### config.mk
export PLATFORM = sky130hd
export DESIGN_NAME = callout_outline_path_generator
export DESIGN_NICKNAME = d
export VERILOG_FILES = /design/src/design/copg_pkg.sv /design/src/design/callout_outline_path_generator.sv
export SDC_FILE = /design/constraint.sdc
export NUM_CORES = 2
export LEC_CHECK = 0
export ABC_AREA = 1
export BUFFER_PORTS_ARGS = -buffer_cell sky130_fd_sc_hd__buf_2
export CAP_MARGIN = 20
export CORE_MARGIN = 5
export CORE_UTILIZATION = 47
export DETAILED_ROUTE_END_ITERATION = 6
export PLACE_DENSITY_LB_ADDON = 0.05
export SKIP_CTS_REPAIR_TIMING = 1
export SLEW_MARGIN = 0
export SYNTH_ARGS = -nofsm -noshare
export SYNTH_HDL_FRONTEND = slang
export SYNTH_SLANG_ARGS = --single-unit
### constraint.sdc
create_clock -name i_clk -period 13.9 [get_ports i_clk]
set_input_delay 2.78 -clock i_clk [delete_from_list [all_inputs] [get_ports i_clk]]
set_output_delay 2.78 -clock i_clk [all_outputs]
set_load 0.02 [all_outputs]
### src/design/copg_pkg.sv
// Shared types and constants for the callout outline path generator.
package copg_pkg;

    localparam int COORD_BITS_DEF = 24;

    localparam int FW  = 24;    // coordinate field width
    localparam int SZW = 23;    // size field width
    localparam int HW  = 22;    // half-size width
    localparam int LW  = 25;    // local target (target minus center)
    localparam int DW  = 25;    // edge distance magnitude
    localparam int VW  = 26;    // local target plus or minus half pointer base
    localparam int AW  = 23;    // clamped offset along an edge
    localparam int WW  = 27;    // working width for signed geometry sums

    localparam int STEPS = 13;  // commands per callout
    localparam int CW    = 4;   // step counter width

    typedef enum logic [1:0] {
        CMD_MOVE  = 2'd0,
        CMD_LINE  = 2'd1,
        CMD_QUAD  = 2'd2,
        CMD_CLOSE = 2'd3
    } t_cmd;

    typedef enum logic [1:0] {
        EDGE_BOTTOM = 2'd0,
        EDGE_TOP    = 2'd1,
        EDGE_LEFT   = 2'd2,
        EDGE_RIGHT  = 2'd3
    } t_edge;

    typedef struct packed {
        logic signed [FW-1:0]  center_x;
        logic signed [FW-1:0]  center_y;
        logic        [SZW-1:0] rect_width;
        logic        [SZW-1:0] rect_height;
        logic        [SZW-1:0] radius_req;
        logic        [SZW-1:0] ptr_base_w;
        logic signed [FW-1:0]  target_x;
        logic signed [FW-1:0]  target_y;
    } t_in_item;

    typedef struct packed {
        logic        [1:0]    command;
        logic signed [FW-1:0] end_x;
        logic signed [FW-1:0] end_y;
        logic signed [FW-1:0] ctrl_x;
        logic signed [FW-1:0] ctrl_y;
        logic                 last;
    } t_out_item;

endpackage

### src/design/callout_outline_path_generator.sv
// Callout outline path generator: four-stage geometry pipeline, command sequencer, output register.
//
// Each accepted callout produces exactly 13 path commands (move, lines, quadratic corners, three
// pointer vertices: two base ends on the edge nearest the target and the tip, close), one command
// per cycle on the result channel while the receiver is ready; the single result port sets the
// sustained callout rate. Four register stages (input, half-sizes and local target, distances and
// limits, edge pick and pointer clamps) feed a sequencer hold that walks the 13 steps, then the
// output register; on an empty pipeline a callout passes through all of them in that order. New
// callouts keep entering the stages while the sequencer is still emitting; the output register
// holds a command until it is taken, and the sequencer steps only when that register is empty or read.
// Coordinates saturate to the signed COORD_BITS range before truncation to the 24-bit fields.
module callout_outline_path_generator #(
    parameter int COORD_BITS = copg_pkg::COORD_BITS_DEF
) (
    input  logic                i_clk,
    input  logic                i_rst_n,
    input  logic                i_valid,
    output logic                o_ready,
    input  copg_pkg::t_in_item  i_data,
    output logic                o_valid,
    input  logic                i_ready,
    output copg_pkg::t_out_item o_data
);
    import copg_pkg::*;

    localparam int SW = (COORD_BITS + 1 > WW) ? COORD_BITS + 1 : WW;
    localparam logic signed [SW-1:0] SAT_HI = SW'((65'sd1 <<< (COORD_BITS - 1)) - 65'sd1);
    localparam logic signed [SW-1:0] SAT_LO = ~SAT_HI;
    localparam logic [CW-1:0]        LAST_STEP = CW'(STEPS - 1);

    function automatic logic [FW-1:0] sat_c(input logic signed [WW-1:0] v);
        logic signed [SW-1:0] e;
        e = SW'(v);
        if (e > SAT_HI) begin
            e = SAT_HI;
        end else if (e < SAT_LO) begin
            e = SAT_LO;
        end
        return e[FW-1:0];
    endfunction

    function automatic logic [DW-1:0] abs_d(input logic signed [WW-1:0] v);
        logic signed [WW-1:0] m;
        m = (v < 0) ? -v : v;
        return m[DW-1:0];
    endfunction

    function automatic logic signed [AW-1:0] clamp_l(input logic signed [WW-1:0] v,
                                                     input logic [HW-1:0] lim);
        logic signed [WW-1:0] l;
        logic signed [WW-1:0] c;
        l = WW'($signed({1'b0, lim}));
        if (v < -l) begin
            c = -l;
        end else if (v > l) begin
            c = l;
        end else begin
            c = v;
        end
        return c[AW-1:0];
    endfunction

    // stage 1: input register
    logic     r1_v;
    t_in_item r1_in;

    // stage 2: half-sizes, radius limit, local target
    logic                 r2_v;
    logic signed [FW-1:0] r2_cx, r2_cy;
    logic        [HW-1:0] r2_w, r2_h, r2_r, r2_half;
    logic signed [LW-1:0] r2_lx, r2_ly;
    logic        [HW-1:0] n2_r0, n2_r;

    // stage 3: edge distances, corner limits, pointer base ends
    logic                 r3_v;
    logic signed [FW-1:0] r3_cx, r3_cy;
    logic        [HW-1:0] r3_w, r3_h, r3_wr, r3_hr;
    logic signed [LW-1:0] r3_lx, r3_ly;
    logic        [DW-1:0] r3_db, r3_dt, r3_dl, r3_dr;
    logic signed [VW-1:0] r3_lxm, r3_lxp, r3_lym, r3_lyp;

    // stage 4: edge pick, clamped pointer offsets in emission order
    logic                 r4_v;
    logic signed [FW-1:0] r4_cx, r4_cy;
    logic        [HW-1:0] r4_w, r4_h, r4_wr, r4_hr;
    logic signed [LW-1:0] r4_lx, r4_ly;
    t_edge                r4_edge;
    logic signed [AW-1:0] r4_pf, r4_pt;
    t_edge                n4_edge;
    logic        [DW-1:0] n4_best;
    logic signed [AW-1:0] n4_ah, n4_bh, n4_av, n4_bv;
    logic signed [AW-1:0] n4_pf, n4_pt;

    // sequencer hold
    logic                 r5_v;
    logic        [CW-1:0] r_cnt;
    logic signed [FW-1:0] r5_cx, r5_cy;
    logic        [HW-1:0] r5_w, r5_h, r5_wr, r5_hr;
    logic signed [LW-1:0] r5_lx, r5_ly;
    t_edge                r5_edge;
    logic signed [AW-1:0] r5_pf, r5_pt;

    // output register
    logic      r_ov;
    t_out_item r_out;

    logic rdy1, rdy2, rdy3, rdy4, rdy5;
    logic out_load, step;

    assign out_load = !r_ov || i_ready;
    assign step     = r5_v && out_load;
    assign rdy5     = !r5_v || (step && r_cnt == LAST_STEP);
    assign rdy4     = !r4_v || rdy5;
    assign rdy3     = !r3_v || rdy4;
    assign rdy2     = !r2_v || rdy3;
    assign rdy1     = !r1_v || rdy2;
    assign o_ready  = rdy1;

    // stage 2 logic
    always_comb begin
        n2_r0 = ({1'b0, r1_in.rect_width[SZW-1:1]} < r1_in.radius_req)
                ? r1_in.rect_width[SZW-1:1] : r1_in.radius_req[HW-1:0];
        n2_r  = (r1_in.rect_height[SZW-1:1] < n2_r0) ? r1_in.rect_height[SZW-1:1] : n2_r0;
    end

    // stage 4 logic: strict less-than in the order bottom, top, left, right
    always_comb begin
        n4_edge = EDGE_BOTTOM;
        n4_best = r3_db;
        if (r3_dt < n4_best) begin
            n4_edge = EDGE_TOP;
            n4_best = r3_dt;
        end
        if (r3_dl < n4_best) begin
            n4_edge = EDGE_LEFT;
            n4_best = r3_dl;
        end
        if (r3_dr < n4_best) begin
            n4_edge = EDGE_RIGHT;
        end
        n4_ah = clamp_l(WW'(r3_lxm), r3_wr);
        n4_bh = clamp_l(WW'(r3_lxp), r3_wr);
        n4_av = clamp_l(WW'(r3_lym), r3_hr);
        n4_bv = clamp_l(WW'(r3_lyp), r3_hr);
        case (n4_edge)
            EDGE_TOP: begin
                n4_pf = n4_ah;
                n4_pt = n4_bh;
            end
            EDGE_RIGHT: begin
                n4_pf = n4_bv;
                n4_pt = n4_av;
            end
            EDGE_BOTTOM: begin
                n4_pf = n4_bh;
                n4_pt = n4_ah;
            end
            default: begin
                n4_pf = n4_av;
                n4_pt = n4_bv;
            end
        endcase
    end

    // sequencer step decode
    logic        [CW-1:0] s_slot, s_bidx, s_pj;
    logic                 s_ptr, s_zero, s_ctrl, s_last;
    t_cmd                 s_cmd;
    logic signed [WW-1:0] s_w, s_h, s_wr, s_hr, s_along;
    logic signed [WW-1:0] s_ox, s_oy, s_qx, s_qy;
    t_out_item            n_out;

    always_comb begin
        s_w  = WW'($signed({1'b0, r5_w}));
        s_h  = WW'($signed({1'b0, r5_h}));
        s_wr = WW'($signed({1'b0, r5_wr}));
        s_hr = WW'($signed({1'b0, r5_hr}));
        case (r5_edge)
            EDGE_TOP:    s_slot = CW'(0);
            EDGE_RIGHT:  s_slot = CW'(2);
            EDGE_BOTTOM: s_slot = CW'(4);
            default:     s_slot = CW'(6);
        endcase
        s_ptr  = 1'b0;
        s_pj   = '0;
        s_bidx = r_cnt;
        if (r_cnt > s_slot && r_cnt <= s_slot + CW'(3)) begin
            s_ptr = 1'b1;
            s_pj  = r_cnt - s_slot - CW'(1);
        end else if (r_cnt > s_slot) begin
            s_bidx = r_cnt - CW'(3);
        end
        s_cmd   = CMD_LINE;
        s_zero  = 1'b0;
        s_ctrl  = 1'b0;
        s_last  = 1'b0;
        s_ox    = '0;
        s_oy    = '0;
        s_qx    = '0;
        s_qy    = '0;
        s_along = (s_pj == CW'(0)) ? WW'(r5_pf) : WW'(r5_pt);
        if (s_ptr) begin
            if (s_pj == CW'(1)) begin
                // pointer tip: center plus local target is the target itself
                s_ox = WW'(r5_lx);
                s_oy = WW'(r5_ly);
            end else begin
                case (r5_edge)
                    EDGE_TOP: begin
                        s_ox = s_along;
                        s_oy = s_h;
                    end
                    EDGE_BOTTOM: begin
                        s_ox = s_along;
                        s_oy = -s_h;
                    end
                    EDGE_RIGHT: begin
                        s_ox = s_w;
                        s_oy = s_along;
                    end
                    default: begin
                        s_ox = -s_w;
                        s_oy = s_along;
                    end
                endcase
            end
        end else begin
            case (s_bidx)
                CW'(0): begin
                    s_cmd = CMD_MOVE;
                    s_ox  = -s_wr;
                    s_oy  = s_h;
                end
                CW'(1): begin
                    s_ox = s_wr;
                    s_oy = s_h;
                end
                CW'(2): begin
                    s_cmd  = CMD_QUAD;
                    s_ctrl = 1'b1;
                    s_ox   = s_w;
                    s_oy   = s_hr;
                    s_qx   = s_w;
                    s_qy   = s_h;
                end
                CW'(3): begin
                    s_ox = s_w;
                    s_oy = -s_hr;
                end
                CW'(4): begin
                    s_cmd  = CMD_QUAD;
                    s_ctrl = 1'b1;
                    s_ox   = s_wr;
                    s_oy   = -s_h;
                    s_qx   = s_w;
                    s_qy   = -s_h;
                end
                CW'(5): begin
                    s_ox = -s_wr;
                    s_oy = -s_h;
                end
                CW'(6): begin
                    s_cmd  = CMD_QUAD;
                    s_ctrl = 1'b1;
                    s_ox   = -s_w;
                    s_oy   = -s_hr;
                    s_qx   = -s_w;
                    s_qy   = -s_h;
                end
                CW'(7): begin
                    s_ox = -s_w;
                    s_oy = s_hr;
                end
                CW'(8): begin
                    s_cmd  = CMD_QUAD;
                    s_ctrl = 1'b1;
                    s_ox   = -s_wr;
                    s_oy   = s_h;
                    s_qx   = -s_w;
                    s_qy   = s_h;
                end
                default: begin
                    s_cmd  = CMD_CLOSE;
                    s_zero = 1'b1;
                    s_last = 1'b1;
                end
            endcase
        end
        n_out.command = s_cmd;
        n_out.end_x   = s_zero ? '0 : sat_c(WW'(r5_cx) + s_ox);
        n_out.end_y   = s_zero ? '0 : sat_c(WW'(r5_cy) + s_oy);
        n_out.ctrl_x  = s_ctrl ? sat_c(WW'(r5_cx) + s_qx) : '0;
        n_out.ctrl_y  = s_ctrl ? sat_c(WW'(r5_cy) + s_qy) : '0;
        n_out.last    = s_last;
    end

    // control state
    always_ff @(posedge i_clk) begin
        if (!i_rst_n) begin
            r1_v  <= 1'b0;
            r2_v  <= 1'b0;
            r3_v  <= 1'b0;
            r4_v  <= 1'b0;
            r5_v  <= 1'b0;
            r_cnt <= '0;
            r_ov  <= 1'b0;
        end else begin
            if (rdy1) r1_v <= i_valid;
            if (rdy2) r2_v <= r1_v;
            if (rdy3) r3_v <= r2_v;
            if (rdy4) r4_v <= r3_v;
            if (rdy5) begin
                r5_v  <= r4_v;
                r_cnt <= '0;
            end else if (step) begin
                r_cnt <= r_cnt + CW'(1);
            end
            if (out_load) r_ov <= r5_v;
        end
    end

    // payload
    always_ff @(posedge i_clk) begin
        if (rdy1 && i_valid) begin
            r1_in <= i_data;
        end
        if (rdy2 && r1_v) begin
            r2_cx   <= r1_in.center_x;
            r2_cy   <= r1_in.center_y;
            r2_w    <= r1_in.rect_width[SZW-1:1];
            r2_h    <= r1_in.rect_height[SZW-1:1];
            r2_r    <= n2_r;
            r2_half <= r1_in.ptr_base_w[SZW-1:1];
            r2_lx   <= LW'(r1_in.target_x) - LW'(r1_in.center_x);
            r2_ly   <= LW'(r1_in.target_y) - LW'(r1_in.center_y);
        end
        if (rdy3 && r2_v) begin
            r3_cx  <= r2_cx;
            r3_cy  <= r2_cy;
            r3_w   <= r2_w;
            r3_h   <= r2_h;
            r3_wr  <= r2_w - r2_r;
            r3_hr  <= r2_h - r2_r;
            r3_lx  <= r2_lx;
            r3_ly  <= r2_ly;
            r3_db  <= abs_d(WW'(r2_ly) + WW'($signed({1'b0, r2_h})));
            r3_dt  <= abs_d(WW'(r2_ly) - WW'($signed({1'b0, r2_h})));
            r3_dl  <= abs_d(WW'(r2_lx) + WW'($signed({1'b0, r2_w})));
            r3_dr  <= abs_d(WW'(r2_lx) - WW'($signed({1'b0, r2_w})));
            r3_lxm <= VW'(r2_lx) - VW'($signed({1'b0, r2_half}));
            r3_lxp <= VW'(r2_lx) + VW'($signed({1'b0, r2_half}));
            r3_lym <= VW'(r2_ly) - VW'($signed({1'b0, r2_half}));
            r3_lyp <= VW'(r2_ly) + VW'($signed({1'b0, r2_half}));
        end
        if (rdy4 && r3_v) begin
            r4_cx   <= r3_cx;
            r4_cy   <= r3_cy;
            r4_w    <= r3_w;
            r4_h    <= r3_h;
            r4_wr   <= r3_wr;
            r4_hr   <= r3_hr;
            r4_lx   <= r3_lx;
            r4_ly   <= r3_ly;
            r4_edge <= n4_edge;
            r4_pf   <= n4_pf;
            r4_pt   <= n4_pt;
        end
        if (rdy5 && r4_v) begin
            r5_cx   <= r4_cx;
            r5_cy   <= r4_cy;
            r5_w    <= r4_w;
            r5_h    <= r4_h;
            r5_wr   <= r4_wr;
            r5_hr   <= r4_hr;
            r5_lx   <= r4_lx;
            r5_ly   <= r4_ly;
            r5_edge <= r4_edge;
            r5_pf   <= r4_pf;
            r5_pt   <= r4_pt;
        end
        if (step) begin
            r_out <= n_out;
        end
    end

    assign o_valid = r_ov;
    assign o_data  = r_out;

    a_cnt_range: assert property (@(posedge i_clk) disable iff (!i_rst_n)
        r5_v |-> r_cnt <= LAST_STEP)
        else $error("step counter past last command");

    a_last_is_close: assert property (@(posedge i_clk) disable iff (!i_rst_n)
        o_valid |-> (o_data.last == (o_data.command == CMD_CLOSE)))
        else $error("last flag and close command disagree");

    a_run_starts_with_move: assert property (@(posedge i_clk) disable iff (!i_rst_n)
        o_valid && i_ready && o_data.last |=> !o_valid || o_data.command == CMD_MOVE)
        else $error("run after close does not begin with move");

    a_empty_front_ready: assert property (@(posedge i_clk) disable iff (!i_rst_n)
        !r1_v |-> o_ready)
        else $error("empty input stage refuses a transaction");

endmodule

Word level (Yosys, flattened, before mapping)
Cells that the tools add are included.

word-level totals
  output and inout port bits = 101
  word-level logic and storage cells = 242
  bits in read-only memories = 0
  input port bits = 192
  memories = 0
  latch bits = 0
  memory bits (writable) = 0
  register bits after elaboration = 1,341

operators by class
  bitwise operators = 2
  shift operators = 0
  $mul = 0
  equality and inequality tests = 14
  div/mod/pow operators = 0
  mux-type cells = 52
  order comparisons = 27
  add/subtract/negate cells = 31
  reduce and logical (&&, ||, !) cells = 45

operator list
  cell                  number
  $mux 23               12
  $pmux 27 s2           4
  $pmux 27 s4           2
  $mux 27               7
  $neg 22->27           6
  $mux 25               6
  $pmux 23 s3           2
  $add 24x27->27        4
  $gt 27x24->1 const B  4
  $lt 26x27->1          4
  $lt 27x24->1 const B  4
  $add 25x23->26        4
  $gt 26x23->1          4
  $lt 26x1->1 const B   4
  $sub 25x23->26        4
  $neg 25->25           4
  $mux 24               4
  $lt 25x25->1          3
  $sub 24x24->25        2
  $mux 22               2
  $sub 22x22->22        2
  $reduce_or 2->1       16
  $lt 22x23->1          1
  $lt 22x22->1          1
  other kinds (27)      65

Depth between registers and ports, before layout
  depth after elaboration = 15
  depth in mapped cells = 41
  mapped depth without buffers = 38

Worst setup path before layout
OpenSTA, ideal clock, no wires.

  kind = input-to-reg
  start point = input i_ready
  end point = register r5_cx[0], enable pin
  path buffers = 0
  library setup time = 0.834 ns
  setup slack = 0.335 ns
  data arrival time = 12.731 ns
  stages = 4
  data required time = 13.066 ns
  cell sequence = nor2_1 -> inv_1 -> a41oi_1 -> nor2_1

between the ends
  longest elaborated chain between the ends = 5

ends and longest elaborated chain
  what                    line                                   text
  start: declaration      callout_outline_path_generator.sv:21   input logic i_ready,
  $logic_or 1x1->1        callout_outline_path_generator.sv:110  assign out_load = !r_ov || i_ready;
  $logic_and 1x1->1       callout_outline_path_generator.sv:111  assign step = r5_v && out_load;
  $logic_and 1x1->1       callout_outline_path_generator.sv:112  assign rdy5 = !r5_v || (step && r_cnt == LAST_STEP);
  $logic_or 1x1->1        callout_outline_path_generator.sv:112
  $logic_and 1x1->1       callout_outline_path_generator.sv:368  if (rdy5 && r4_v) begin
  end signal: assignment  callout_outline_path_generator.sv:369  r5_cx <= r4_cx;
  end: declaration        callout_outline_path_generator.sv:97   logic signed [FW-1:0] r5_cx, r5_cy;

Every way passes these cells.
A chain may end at the register's enable or synchronous reset.

Worst setup path in the final report
  start point = register r5_edge[0]
  end point = register r_out, in the netlist o_data[71], data pin

between the ends
  longest elaborated chain between the ends = 15
  elaborated cells between the ends (all ways) = 42
  those cells by class = add/sub (4); order compare (4); eq/ne (11); mux (14); reduce/logical (9)

ends and longest elaborated chain
  what                                line                                   text
  start: declaration                  callout_outline_path_generator.sv:100  t_edge r5_edge;
  start signal: assignment            callout_outline_path_generator.sv:377  r5_edge <= r4_edge;
  $eq 2x2->1 (tied with other cells)  callout_outline_path_generator.sv:178  case (r5_edge)
  $pmux 3 s3                          callout_outline_path_generator.sv:178
  $add 4x2->4                         callout_outline_path_generator.sv:187  if (r_cnt > s_slot && r_cnt <= s_slot + CW'(3)) begin
  $le 4x4->1                          callout_outline_path_generator.sv:187
  $logic_and 1x1->1                   callout_outline_path_generator.sv:187
  $mux 4                              callout_outline_path_generator.sv:187
  $logic_not 4->1                     callout_outline_path_generator.sv:201  s_along = (s_pj == CW'(0)) ? WW'(r5_pf) : WW'(r5_pt);
  $mux 27                             callout_outline_path_generator.sv:201
  $pmux 27 s2                         callout_outline_path_generator.sv:208  case (r5_edge)
  $mux 27                             callout_outline_path_generator.sv:203  if (s_pj == CW'(1)) begin
  $mux 27                             callout_outline_path_generator.sv:202  if (s_ptr) begin
  $add 24x27->27                      callout_outline_path_generator.sv:291  n_out.end_y = s_zero ? '0 : sat_c(WW'(r5_cy) + s_oy);
  $lt 27x24->1                        callout_outline_path_generator.sv:36   end else if (e < SAT_LO) begin
  $mux 24                             callout_outline_path_generator.sv:36
  $mux 23                             callout_outline_path_generator.sv:34   if (e > SAT_HI) begin
  end signal: assignment              callout_outline_path_generator.sv:382  r_out <= n_out;
  end: declaration                    callout_outline_path_generator.sv:105  t_out_item r_out;

Several ways; a longest one is shown, not always the timed one.

==> impl_metrics.yaml <==
timing:
  finalSetupViolCount: 0
  layout_min_cycle_time_ns: 8.60
  timing.setup.tns_ns: 0
  drv_slew: 0
  clock_skew_ns: 0.0392
  fmax_mhz: 116
  final-hold-violation-count: 0
  tightest_slew_ns: 1.35
  period_share_pct: 61.9
  slew-limit-headroom_pct: 10.3
  rsz0062_at_grt: "false"
  fin_ws_ns: 5.30
synth:
  ys_seq_area_share_pct: 49.5
  avgSynthCellArea_sq_um: 9.56
  synthFlopType: "edfxtp_1"
  synth_area_leader_cell: "edfxtp_1"
  synth.distinct_cells: 70
  synth_edf_count: 1324
  ys_seq_elements: 1334
  synthTopCellsByArea: "edfxtp_1 (49%), ha_1 (11%), nand2_1 (7.4%)"
  async_reset_ff_share_pct: 0
  synth_area_sq_um: 80800
  synthCells: 8451
  yosysTopAreaCellShare_pct: 49.2
  syn_nets: 9362
  synth_warnings: 0
floorplan:
  io_pins: 293
  die-area_sq_um: 180000
  core_sq_um: 171000
  die_y_um: 425
  initial_core_util_pct: 47.2
  fp.dieW_um: 425
  fp-row-count: 152
power:
  ir_drop_mv: 0.123
  p_per_area_nw_per_um2: 118
  power_leakage_nw: 37.5
  power_mw: 10.6
clock_network:
  clockBufferDepth: 3
  clock_sinks: 1334
  root_buffer: "clkbuf_16"
  insertion_delay_ns: 0.81
  htreeDepth: 4
  cts_buffers: 143
  cts_tree: "built"
  path_clk_slew_ns: 0.06
detailed_routing:
  first_pass_iters: 6
  vias: 62574
  drtIter0Drc: 5707
  vias_per_cell: 5.59
  drc: 0
  drt-total-wl_um: 272000
  wl_per_cell_um: 24.3
  postRouteAntennaNets: 0
run:
  maxCapViolations: 0
global_routing:
  antenna_found_initial: 29
  grtUsageTotal_pct: 29.6
  grt_max_degree: 172
  grt_pass1_wl_um: 393000
  grt_pass1_vias: 59466
  grt_overflow_total: 0
outcome:
  status: "finished clean"
critical_path:
  critPathLaunch: "r5_edge[0]"
  reg2regPathDepth: 30
  endpoint_kind: "flop"
  start_kind: "flop"
  slowest_stage: "mux2i_1"
  worst-path-max-fanout: 54
  worstSetupPathType: "flop to flop"
  cpMostUsedCell: "nand2_1"
  r2r_setup_slack_ns: 5.30
  reg2reg_from: "r5_edge[0]"
  timing.rr.end: "o_data[71]"
  critical_path_required_ns: 14.40
  slowest_delay_ns: 0.74
  crit_arrival_ns: 9.10
hold_path:
  hold_class: "flop to flop"
  hold_end: "r4_lx[20]"
  min_from: "r3_lx[20]"
  hold_depth: 0
finish:
  design_area_sq_um: 89700
  area_delta_synth_final_pct: 11.0
  num-nets-final: 9664
  drive_gt1_share_pct: 8.46
place:
  portBuffers: 289
  placed_cell_area_sq_um: 84900
  place_ws_ns: 5.33
  dpl.hpwl_um: 219000
  gp_congestion: 1.03
## worst max path at each step
stage	endpoint	slack, ns
after floorplan	r5_cx[0]	0.33
after global placement	o_data[44]	5.44
after detailed placement	o_data[44]	5.33
after CTS	o_data[29]	5.32
after global routing	o_data[44]	4.76
final	o_data[71]	5.30
## cell type report
cell class	count	area, sq um
clock inverter	92	1070
clock buffer	170	3720
multi-input combinational	5909	36200
inverter	993	3740
timing repair buffer	372	2090
antenna	5	12.5
fill	15552	81600
tap	2310	2890
sequential	1334	40000
## routing by layer
metal  share of wire (%)  global-route usage, %
met2                  45                   46.7
met3                 5.7                   3.31
met1                  43                   40.1
met4                 6.4                   16.6
met5              0.0096                      0
## where the power goes
part	internal, mW	switching, mW	total, mW
registers	4.66	0.151	4.81
clock network	2.27	1.62	3.89
logic	0.573	1.29	1.86
## synth_stat cells (37+ instances only)
library cell and n:
clkbuf_1 153, o211ai_1 69, o21ai_0 594, a21oi_1 667, o22ai_1 79, nand2_1 1589
nand4_1 134, ha_1 701, edfxtp_1 1324, inv_1 976, nor3_1 116, a21oi_2 43
xor2_1 363, nand3_1 351, xnor2_1 116, buf_2 37, nor2_1 579
## logic make-up (layout without fill, tap and decap cells)
group           count (synthesis)  in the layout  share of synthesized area, %
mux                            15             15                         0.186
fa+ha+maj                     719            719                          11.3
other cells                     0              5                             0
xor+xnor                      482            482                          5.25
buf+inv                      1208           1627                          5.79
flops                        1334           1334                          49.5
simple gates                 2910           2910                          15.3
compound gates               1783           1783                          12.7
## flip-flops by register name, indices dropped and copies added, names as in the netlist, 26 cells and up
register,count
r1_in,185
o_data,99
r3_lxm,26
r3_lym,26
## cells in the final DEF, fill, tap and decap left out, types with 81 or more instances in the layout
| master | count |
|---|---|
| buf_4 | 81 |
| nand3_1 | 350 |
| buf_2 | 289 |
| nand4_1 | 134 |
| nor3_1 | 116 |
| a21oi_1 | 667 |
| nor2_1 | 574 |
| xor2_1 | 363 |
| o21ai_0 | 593 |
| clkbuf_16 | 145 |
| edfxtp_1 | 1324 |
| nand2_1 | 1589 |
| inv_1 | 974 |
| ha_1 | 701 |
| xnor2_1 | 116 |
## critical path, delay by kind of cell, from the launching register on
family          cells  cell delay (ns)
compound gates      7             1.82
flops               1             0.41
mux                 1             0.74
fa+ha+maj           3             1.51
buf+inv             3             1.03
simple gates       16             2.73
## metrics by stage
stage               std cells  utilization [%]  hold WS [ns]
CTS                     11180             52.4         0.392
global route            11180             52.4         0.396
global placement        10918             49.6         0.400
floorplan                8451                -         0.400
detailed placement      10918             49.6         0.405
finish                  11185             52.4         0.386
Power figures use the tool's default switching activity.
